**src/rtl/itcs_pkg.sv**
```systemverilog
// Shared constants and register map for the index-to-candidate-string block.
package itcs_pkg;

    localparam int MAX_LEN   = 16;
    localparam int LEN_W     = 5;
    localparam int POS_W     = $clog2(MAX_LEN);
    localparam int SYM_W     = 6;
    localparam int RADIX_W   = 7;
    localparam int CODE_W    = 64;
    localparam int DIV_BITS  = 8;
    localparam int DIV_STEPS = CODE_W / DIV_BITS;
    localparam int STEP_W    = $clog2(DIV_STEPS);
    localparam int ADDR_W    = 4;

    localparam logic [RADIX_W-1:0] RADIX_MIN = 7'd2;
    localparam logic [RADIX_W-1:0] RADIX_MAX = 7'd64;
    localparam logic [LEN_W-1:0]   LEN_CAP   = LEN_W'(MAX_LEN);

    localparam logic [1:0] REG_ALPHABET_SIZE = 2'd0;
    localparam logic [1:0] REG_MIN_LEN       = 2'd1;
    localparam logic [1:0] REG_MAX_LEN       = 2'd2;

    typedef logic [LEN_W-1:0] len_t;

endpackage

```
**src/rtl/index_to_candidate_string.sv**
```systemverilog
// Index to candidate string converter: length search, radix conversion, digit output.
//
// Each 64-bit code on the slave stream is turned into its candidate string, one master
// request per base-B digit (most significant first, tlast on the final digit), or into a
// single error request with tuser set when the code is at or past the total string count.
// Radix and length range come from the APB registers and are sampled when a code is taken.
// One code at a time: s_tready is high only while the block is idle. A code of length L
// is handled in steps: repeated multiplication forms B^min_len, compare-subtract chooses L,
// radix division yields the L digits (one shared divider, 8 quotient bits per cycle),
// and the L digits go out as master requests, each held while the sink stalls.
module index_to_candidate_string
(
    input  logic                           clk,
    input  logic                           rst_n,
    // APB configuration port
    input  logic                           psel,
    input  logic                           penable,
    input  logic                           pwrite,
    input  logic [itcs_pkg::ADDR_W-1:0]    paddr,
    input  logic [31:0]                    pwdata,
    output logic [31:0]                    prdata,
    output logic                           pready,
    // code stream
    input  logic                           s_tvalid,
    output logic                           s_tready,
    input  logic [63:0]                    s_tdata,   // [63:0] code
    // symbol stream
    output logic                           m_tvalid,
    input  logic                           m_tready,
    output logic [15:0]                    m_tdata,   // [5:0] symbol_index, [9:6] position,
                                                      // [14:10] string_length, [15] zero
    output logic                           m_tlast,   // is_last
    output logic                           m_tuser    // out_of_range
);

    localparam logic [2:0] ST_IDLE = 3'd0;
    localparam logic [2:0] ST_POW  = 3'd1;
    localparam logic [2:0] ST_LEN  = 3'd2;
    localparam logic [2:0] ST_DIV  = 3'd3;
    localparam logic [2:0] ST_OUT  = 3'd4;

    localparam int PROD_W = itcs_pkg::CODE_W + itcs_pkg::RADIX_W;

    // configuration registers
    logic [itcs_pkg::RADIX_W-1:0] alphabet_size_reg;
    itcs_pkg::len_t               min_len_reg;
    itcs_pkg::len_t               max_len_reg;

    // sequencer and datapath
    logic [2:0]                     state_reg, state_next;
    logic [itcs_pkg::RADIX_W-1:0]   b_reg, b_next;
    itcs_pkg::len_t                 lo_reg, lo_next;
    itcs_pkg::len_t                 hi_reg, hi_next;
    itcs_pkg::len_t                 l_reg, l_next;
    itcs_pkg::len_t                 len_reg, len_next;
    logic [itcs_pkg::CODE_W-1:0]    r_reg, r_next;
    logic [itcs_pkg::CODE_W-1:0]    pw_reg, pw_next;
    logic                           big_reg, big_next;
    logic                           err_reg, err_next;
    logic [itcs_pkg::RADIX_W-1:0]   rem_reg, rem_next;
    logic [itcs_pkg::STEP_W-1:0]    step_reg, step_next;
    logic [itcs_pkg::POS_W-1:0]     dcnt_reg, dcnt_next;
    logic [itcs_pkg::POS_W-1:0]     ocnt_reg, ocnt_next;

    // output register
    logic                           m_tvalid_reg, m_tvalid_next;
    logic [15:0]                    m_tdata_reg, m_tdata_next;
    logic                           m_tlast_reg, m_tlast_next;
    logic                           m_tuser_reg, m_tuser_next;

    // digit buffer, filled least significant digit first
    logic [itcs_pkg::SYM_W-1:0]     digits [itcs_pkg::MAX_LEN];
    logic                           dig_we;
    logic [itcs_pkg::POS_W-1:0]     dig_waddr;

    logic                           cfg_we;
    logic [PROD_W-1:0]              prod;
    logic                           prod_ovf;
    logic [itcs_pkg::CODE_W-1:0]    q_step;
    logic [itcs_pkg::RADIX_W-1:0]   rem_step;
    logic                           last_digit;

    // APB
    assign pready = 1'b1;
    assign cfg_we = psel & penable & pwrite;

    always_ff @(posedge clk or negedge rst_n)
    begin
        if (!rst_n)
        begin
            alphabet_size_reg <= 7'd26;
            min_len_reg       <= 5'd1;
            max_len_reg       <= 5'd6;
        end
        else if (cfg_we)
        begin
            unique case (paddr[3:2])
                itcs_pkg::REG_ALPHABET_SIZE: alphabet_size_reg <= pwdata[6:0];
                itcs_pkg::REG_MIN_LEN:       min_len_reg       <= pwdata[4:0];
                itcs_pkg::REG_MAX_LEN:       max_len_reg       <= pwdata[4:0];
                default:                     ;
            endcase
        end
    end

    always_comb
    begin
        unique case (paddr[3:2])
            itcs_pkg::REG_ALPHABET_SIZE: prdata = {25'd0, alphabet_size_reg};
            itcs_pkg::REG_MIN_LEN:       prdata = {27'd0, min_len_reg};
            itcs_pkg::REG_MAX_LEN:       prdata = {27'd0, max_len_reg};
            default:                     prdata = 32'd0;
        endcase
    end

    // shared multiplier: next power of the radix, overflow means "saturated"
    assign prod     = PROD_W'(pw_reg) * PROD_W'(b_reg);
    assign prod_ovf = |prod[PROD_W-1:itcs_pkg::CODE_W];

    // shared divider: DIV_BITS restoring steps; remainder stays below the radix
    always_comb
    begin
        logic [itcs_pkg::RADIX_W-1:0] t;
        logic [itcs_pkg::CODE_W-1:0]  q;
        q = r_reg;
        t = rem_reg;
        for (int i = 0; i < itcs_pkg::DIV_BITS; i++)
        begin
            t = {t[itcs_pkg::RADIX_W-2:0], q[itcs_pkg::CODE_W-1]};
            q = {q[itcs_pkg::CODE_W-2:0], 1'b0};
            if (t >= b_reg)
            begin
                t    = t - b_reg;
                q[0] = 1'b1;
            end
        end
        q_step   = q;
        rem_step = t;
    end

    assign last_digit = ({1'b0, ocnt_reg} + 5'd1) == len_reg;
    assign dig_waddr  = itcs_pkg::POS_W'(len_reg - 5'd1 - {1'b0, dcnt_reg});

    always_comb
    begin
        state_next    = state_reg;
        b_next        = b_reg;
        lo_next       = lo_reg;
        hi_next       = hi_reg;
        l_next        = l_reg;
        len_next      = len_reg;
        r_next        = r_reg;
        pw_next       = pw_reg;
        big_next      = big_reg;
        err_next      = err_reg;
        rem_next      = rem_reg;
        step_next     = step_reg;
        dcnt_next     = dcnt_reg;
        ocnt_next     = ocnt_reg;
        dig_we        = 1'b0;
        m_tvalid_next = m_tvalid_reg & ~m_tready;
        m_tdata_next  = m_tdata_reg;
        m_tlast_next  = m_tlast_reg;
        m_tuser_next  = m_tuser_reg;

        unique case (state_reg)
            ST_IDLE:
            begin
                if (s_tvalid)
                begin
                    if (alphabet_size_reg < itcs_pkg::RADIX_MIN)
                        b_next = itcs_pkg::RADIX_MIN;
                    else if (alphabet_size_reg > itcs_pkg::RADIX_MAX)
                        b_next = itcs_pkg::RADIX_MAX;
                    else
                        b_next = alphabet_size_reg;
                    if (min_len_reg == 5'd0)
                        lo_next = 5'd1;
                    else if (min_len_reg > itcs_pkg::LEN_CAP)
                        lo_next = itcs_pkg::LEN_CAP;
                    else
                        lo_next = min_len_reg;
                    hi_next    = (max_len_reg > itcs_pkg::LEN_CAP) ? itcs_pkg::LEN_CAP
                                                                   : max_len_reg;
                    r_next     = s_tdata;
                    pw_next    = 64'd1;
                    big_next   = 1'b0;
                    err_next   = 1'b0;
                    l_next     = 5'd0;
                    state_next = ST_POW;
                end
            end

            // l_reg counts multiplications until pw = B^lo
            ST_POW:
            begin
                if (l_reg == lo_reg)
                    state_next = ST_LEN;
                else
                begin
                    if (!big_reg)
                    begin
                        if (prod_ovf)
                            big_next = 1'b1;
                        else
                            pw_next = prod[itcs_pkg::CODE_W-1:0];
                    end
                    l_next = l_reg + 5'd1;
                end
            end

            ST_LEN:
            begin
                if (l_reg > hi_reg)
                begin
                    err_next   = 1'b1;
                    len_next   = 5'd0;
                    ocnt_next  = '0;
                    state_next = ST_OUT;
                end
                else if (big_reg || r_reg < pw_reg)
                begin
                    len_next   = l_reg;
                    rem_next   = '0;
                    step_next  = '0;
                    dcnt_next  = '0;
                    state_next = ST_DIV;
                end
                else
                begin
                    r_next = r_reg - pw_reg;
                    if (prod_ovf)
                        big_next = 1'b1;
                    else
                        pw_next = prod[itcs_pkg::CODE_W-1:0];
                    l_next = l_reg + 5'd1;
                end
            end

            ST_DIV:
            begin
                r_next    = q_step;
                rem_next  = rem_step;
                step_next = step_reg + 1'b1;
                if (step_reg == itcs_pkg::STEP_W'(itcs_pkg::DIV_STEPS - 1))
                begin
                    dig_we   = 1'b1;
                    rem_next = '0;
                    if ({1'b0, dcnt_reg} + 5'd1 == len_reg)
                    begin
                        ocnt_next  = '0;
                        state_next = ST_OUT;
                    end
                    else
                        dcnt_next = dcnt_reg + 1'b1;
                end
            end

            ST_OUT:
            begin
                if (!m_tvalid_reg || m_tready)
                begin
                    m_tvalid_next = 1'b1;
                    if (err_reg)
                    begin
                        m_tdata_next = 16'd0;
                        m_tlast_next = 1'b1;
                        m_tuser_next = 1'b1;
                        state_next   = ST_IDLE;
                    end
                    else
                    begin
                        m_tdata_next = {1'b0, len_reg, ocnt_reg, digits[ocnt_reg]};
                        m_tlast_next = last_digit;
                        m_tuser_next = 1'b0;
                        if (last_digit)
                            state_next = ST_IDLE;
                        else
                            ocnt_next = ocnt_reg + 1'b1;
                    end
                end
            end

            default:
                state_next = ST_IDLE;
        endcase
    end

    always_ff @(posedge clk or negedge rst_n)
    begin
        if (!rst_n)
        begin
            state_reg    <= ST_IDLE;
            m_tvalid_reg <= 1'b0;
            l_reg        <= '0;
            step_reg     <= '0;
            dcnt_reg     <= '0;
            ocnt_reg     <= '0;
            err_reg      <= 1'b0;
            big_reg      <= 1'b0;
        end
        else
        begin
            state_reg    <= state_next;
            m_tvalid_reg <= m_tvalid_next;
            l_reg        <= l_next;
            step_reg     <= step_next;
            dcnt_reg     <= dcnt_next;
            ocnt_reg     <= ocnt_next;
            err_reg      <= err_next;
            big_reg      <= big_next;
        end
    end

    always_ff @(posedge clk)
    begin
        b_reg       <= b_next;
        lo_reg      <= lo_next;
        hi_reg      <= hi_next;
        len_reg     <= len_next;
        r_reg       <= r_next;
        pw_reg      <= pw_next;
        rem_reg     <= rem_next;
        m_tdata_reg <= m_tdata_next;
        m_tlast_reg <= m_tlast_next;
        m_tuser_reg <= m_tuser_next;
    end

    always_ff @(posedge clk)
    begin
        if (dig_we)
            digits[dig_waddr] <= rem_step[itcs_pkg::SYM_W-1:0];
    end

    assign s_tready = (state_reg == ST_IDLE);
    assign m_tvalid = m_tvalid_reg;
    assign m_tdata  = m_tdata_reg;
    assign m_tlast  = m_tlast_reg;
    assign m_tuser  = m_tuser_reg;

endmodule
```
**config.mk**
```make
export PLATFORM = sky130hd
export DESIGN_NAME = index_to_candidate_string
export DESIGN_NICKNAME = d
export VERILOG_FILES = /design/src/rtl/itcs_pkg.sv /design/src/rtl/index_to_candidate_string.sv
export SDC_FILE = /design/constraint.sdc
export NUM_CORES = 2
export LEC_CHECK = 0
export BUFFER_PORTS_ARGS = -buffer_cell sky130_fd_sc_hd__buf_2
export CAP_MARGIN = 0
export CORE_AREA = 4 4 230 232
export CTS_CLUSTER_DIAMETER = 200
export DETAILED_ROUTE_END_ITERATION = 10
export DIE_AREA = 0 0 234 236
export HOLD_SLACK_MARGIN = 0.08
export PLACE_DENSITY = 0.85
export RECOVER_POWER = 50
export SYNTH_ARGS = -nofsm -noshare
export SYNTH_HDL_FRONTEND = slang
export SYNTH_SLANG_ARGS = --single-unit
```
**constraint.sdc**
```tcl
create_clock -name clk -period 47.4 [get_ports clk]
set_input_delay 4.74 -clock clk [delete_from_list [all_inputs] [get_ports clk]]
set_output_delay 4.74 -clock clk [all_outputs]
set_load 0.005 [all_outputs]
```
==> impl_metrics.json <==
{
  "drt-initial-drc-count": 3662,
  "critPathSlowestCell": "a21oi_1",
  "cp_slowest_stage_delay_ns": 1.04,
  "min-delay-path-class": "reg -> reg",
  "drt_pass1_iterations": 8,
  "timing.critical_path.to_type": "register",
  "failed_checks": "capacitance limit, slew limit",
  "synth_top_cell_area_share": 0.2320,
  "synthXorXnorAreaFrac": 0.04176,
  "fin_worst_skew_ns": 0.02111,
  "largest_register_ff_count": 96,
  "wl_met1_um": 37400,
  "postSynthCellCount": 3918,
  "core_rows": 83,
  "htreeDepth": 2,
  "synth_top_flop_cell": "edfxtp_1",
  "detail_route.vias_per_cell": 6.498,
  "synth.yosys.warnings": 0,
  "synth_area_mm2": 0.03482,
  "finish.net_count": 4491,
  "post_synth.cell_area_avg_um2": 8.887,
  "ys_seq_area_frac": 0.2602,
  "worst_ep_arrival_time_ns": 20.30,
  "ys_types": 95,
  "clock_buffer_count_from_cts": 35,
  "clk_path_buf_depth": 3,
  "height_of_the_die_um": 236,
  "tritoncts": "built",
  "tightest_slew_ns": 3.917,
  "port-buffer-count": 105,
  "slew_headroom": -1.611,
  "yosys.cell_count.top_type": "nand2_1",
  "initial_antenna_violation_count": 0,
  "final-setup-viol-count": 0,
  "highest_layer": "met4",
  "clock_insertion_delay_at_the_later_pin_of_the_skew_report_ns": 0.57,
  "synth_enable_flop_cells": 269,
  "fin_hold_viols": 0,
  "final_weighted_congestion_of_routability_driven_global_placement": 1.009,
  "grt_first_pass_wirelength_um": 157800,
  "rsz_0062_raised_after_global_routing": "false",
  "synth-adder-area-share": 0.2639,
  "worst-path-max-fanout": 61,
  "number_of_nets_still_failing_antenna_checks_after_routing": 0,
  "synthDominantAreaCellType": "edfxtp_1",
  "synth_simple_gate_area_frac": 0.1593,
  "synth_commonest_cells": "577 x nand2_1, 436 x inv_1, 319 x fa_1",
  "wl_per_cell_um": 21.84,
  "initial_core_utilization": 0.6828,
  "crit_type": "reg -> reg",
  "root_buffer": "clkbuf_16",
  "synth_compound_area_frac": 0.1573,
  "drcViolationCount": 0,
  "cts_repair_resize_count": 0,
  "sum_of_overflow_across_all_layers_after_global_routing": 0,
  "synth-async-reset-ratio": 0.1266,
  "routed_wirelength_um": 99310,
  "fp.dieW_um": 234,
  "synth_top_family_by_area": "adder cells",
  "first_global_vias": 29400,
  "muxShareOfSynthArea": 0.03550,
  "crit_path_frequent_cell": "o21ai_0",
  "diodes": 0,
  "layout-drive-gt1-share": 0.06905,
  "outcome": "finished, violations left",
  "die-area_mm2": 0.05522,
  "grtUsageTotal": 0.3606,
  "cts-hold-fix-buffers": 0,
  "post_cts_buffers": 0,
  "floorplan.core_area_mm2": 0.05099,
  "num_vias": 29550,
  "clkTransAtPathRegs_ns": 0.06,
  "finalWorstPathRequiredPeriod_ns": 20.12,
  "detailroute.wirelength.met3_um": 11550,
  "pin_count_of_the_biggest_net_entering_global_routing": 98,
  "timing.final.max_slew_violations": 138,
  "start_kind": "register",
  "drv.max_cap_violation_count": 2,
  "setup_total_negative_slack_ns": 0,
  "synthTopCellsByArea": "edfxtp_1 23%, fa_1 18%, ha_1 8.0%",
  "areaGrowthSynthToFinish_pct": 4.808,
  "yosys_register_bits": 308,
  "io-pin-count": 160,
  "cts.sink_count": 308,
  "critical_path_required_ns": 47.58,
  "route.met2.wl_um": 45450,
  "post-dp-hpwl_um": 72500,
  "max_clock_freq_ghz": 0.04969,
  "post-route-period-util": 0.4245
}
-- per-stage QoR --
step | worst slack, ns | utilization | hold slack, ns | instances | cell area, um^2
2_1_floorplan | 31.41 | - | 0.4573 | 3943 | 34910
3_3_place_gp | 28.49 | 0.6933 | 0.4709 | 4484 | 35350
3_5_place_dp | 27.90 | 0.6933 | 0.5294 | 4484 | 35350
4_1_cts | 27.67 | 0.7167 | 0.5562 | 4547 | 36540
5_1_grt | 25.68 | 0.7157 | 0.5707 | 4547 | 36490
6_report | 27.28 | 0.7157 | 0.5542 | 4547 | 36490
-- critical path, delay by kind of cell, from the launching register on --
| family | cells | cell delay, ns |
|---|---|---|
| AOI/OAI and AO/OA | 43 | 9.84 |
| muxes | 3 | 1.21 |
| adders and majority gates | 8 | 2.33 |
| buffers and inverters | 11 | 2.53 |
| and+or+nand+nor | 12 | 3.42 |
| DFF | 1 | 0.32 |
-- path summary, 6_finish.rpt --
path / start / endpoint / slack, ns / cells past startpoint
hold / removal: alphabet_size_reg[0]$_DFFE_PN0P_ / alphabet_size_reg[0]$_DFFE_PN0P_ / 0.55 / 1
hold reg to reg: alphabet_size_reg[0]$_DFFE_PN0P_ / alphabet_size_reg[0]$_DFFE_PN0P_ / 0.55 / 1
setup / recovery: b_reg[2]$_SDFFCE_PP0P_ / digits[11][2]$_DFFE_PP_ / 27.28 / 77
setup reg to reg: b_reg[2]$_SDFFCE_PP0P_ / digits[11][2]$_DFFE_PP_ / 27.28 / 77
max in group asynchronous: rst_n / state_reg[0]$_DFFE_PN0P_ / 41.05 / 1
min in group asynchronous: rst_n / m_tvalid$_DFF_PN0_ / 4.81 / 1
-- layout make-up --
class	count	area (um^2)
Fill cell	3795	14500
Sequential cell	308	9065
Tap cell	680	850.8
Timing Repair Buffer	133	684.4
Multi-Input combinational cell	2926	23060
Inverter	437	1640
Clock inverter	19	250.2
Clock buffer	44	940.9
-- metal layers --
metal / vias up / GRT usage
met5: - / 0
met4: 0 / 0.1536
met3: 335 / 0.07428
met2: 1873 / 0.5679
met1: 14240 / 0.4886
li1: 13100 / -
-- layout by cell type (no fill, tap or decap), types with 50 or more instances in the layout --
master / n
a21o_1: 105
a21oi_1: 287
and2_1: 83
buf_2: 73
edfxtp_1: 269
fa_1: 319
ha_1: 224
inv_1: 436
nand2_1: 577
nand3_1: 87
nand4_1: 54
nor2_1: 210
nor2b_1: 50
o21ai_0: 243
xnor2_1: 98
xor2_1: 68
-- logic make-up (layout without fill, tap and decap cells) --
logic type	Yosys count	count (layout)
adder cells (fa/ha/maj)	543	543
AND/OR/NAND/NOR	1218	1218
multiplexers	82	82
flip-flops	308	308
buffers and inverters	709	633
AO/OA/AOI/OAI	890	890
other	2	27
XOR/XNOR	166	166
Power is not shown: default switching activity piles up to over one toggle a cycle in this logic, so the estimate is an artifact.
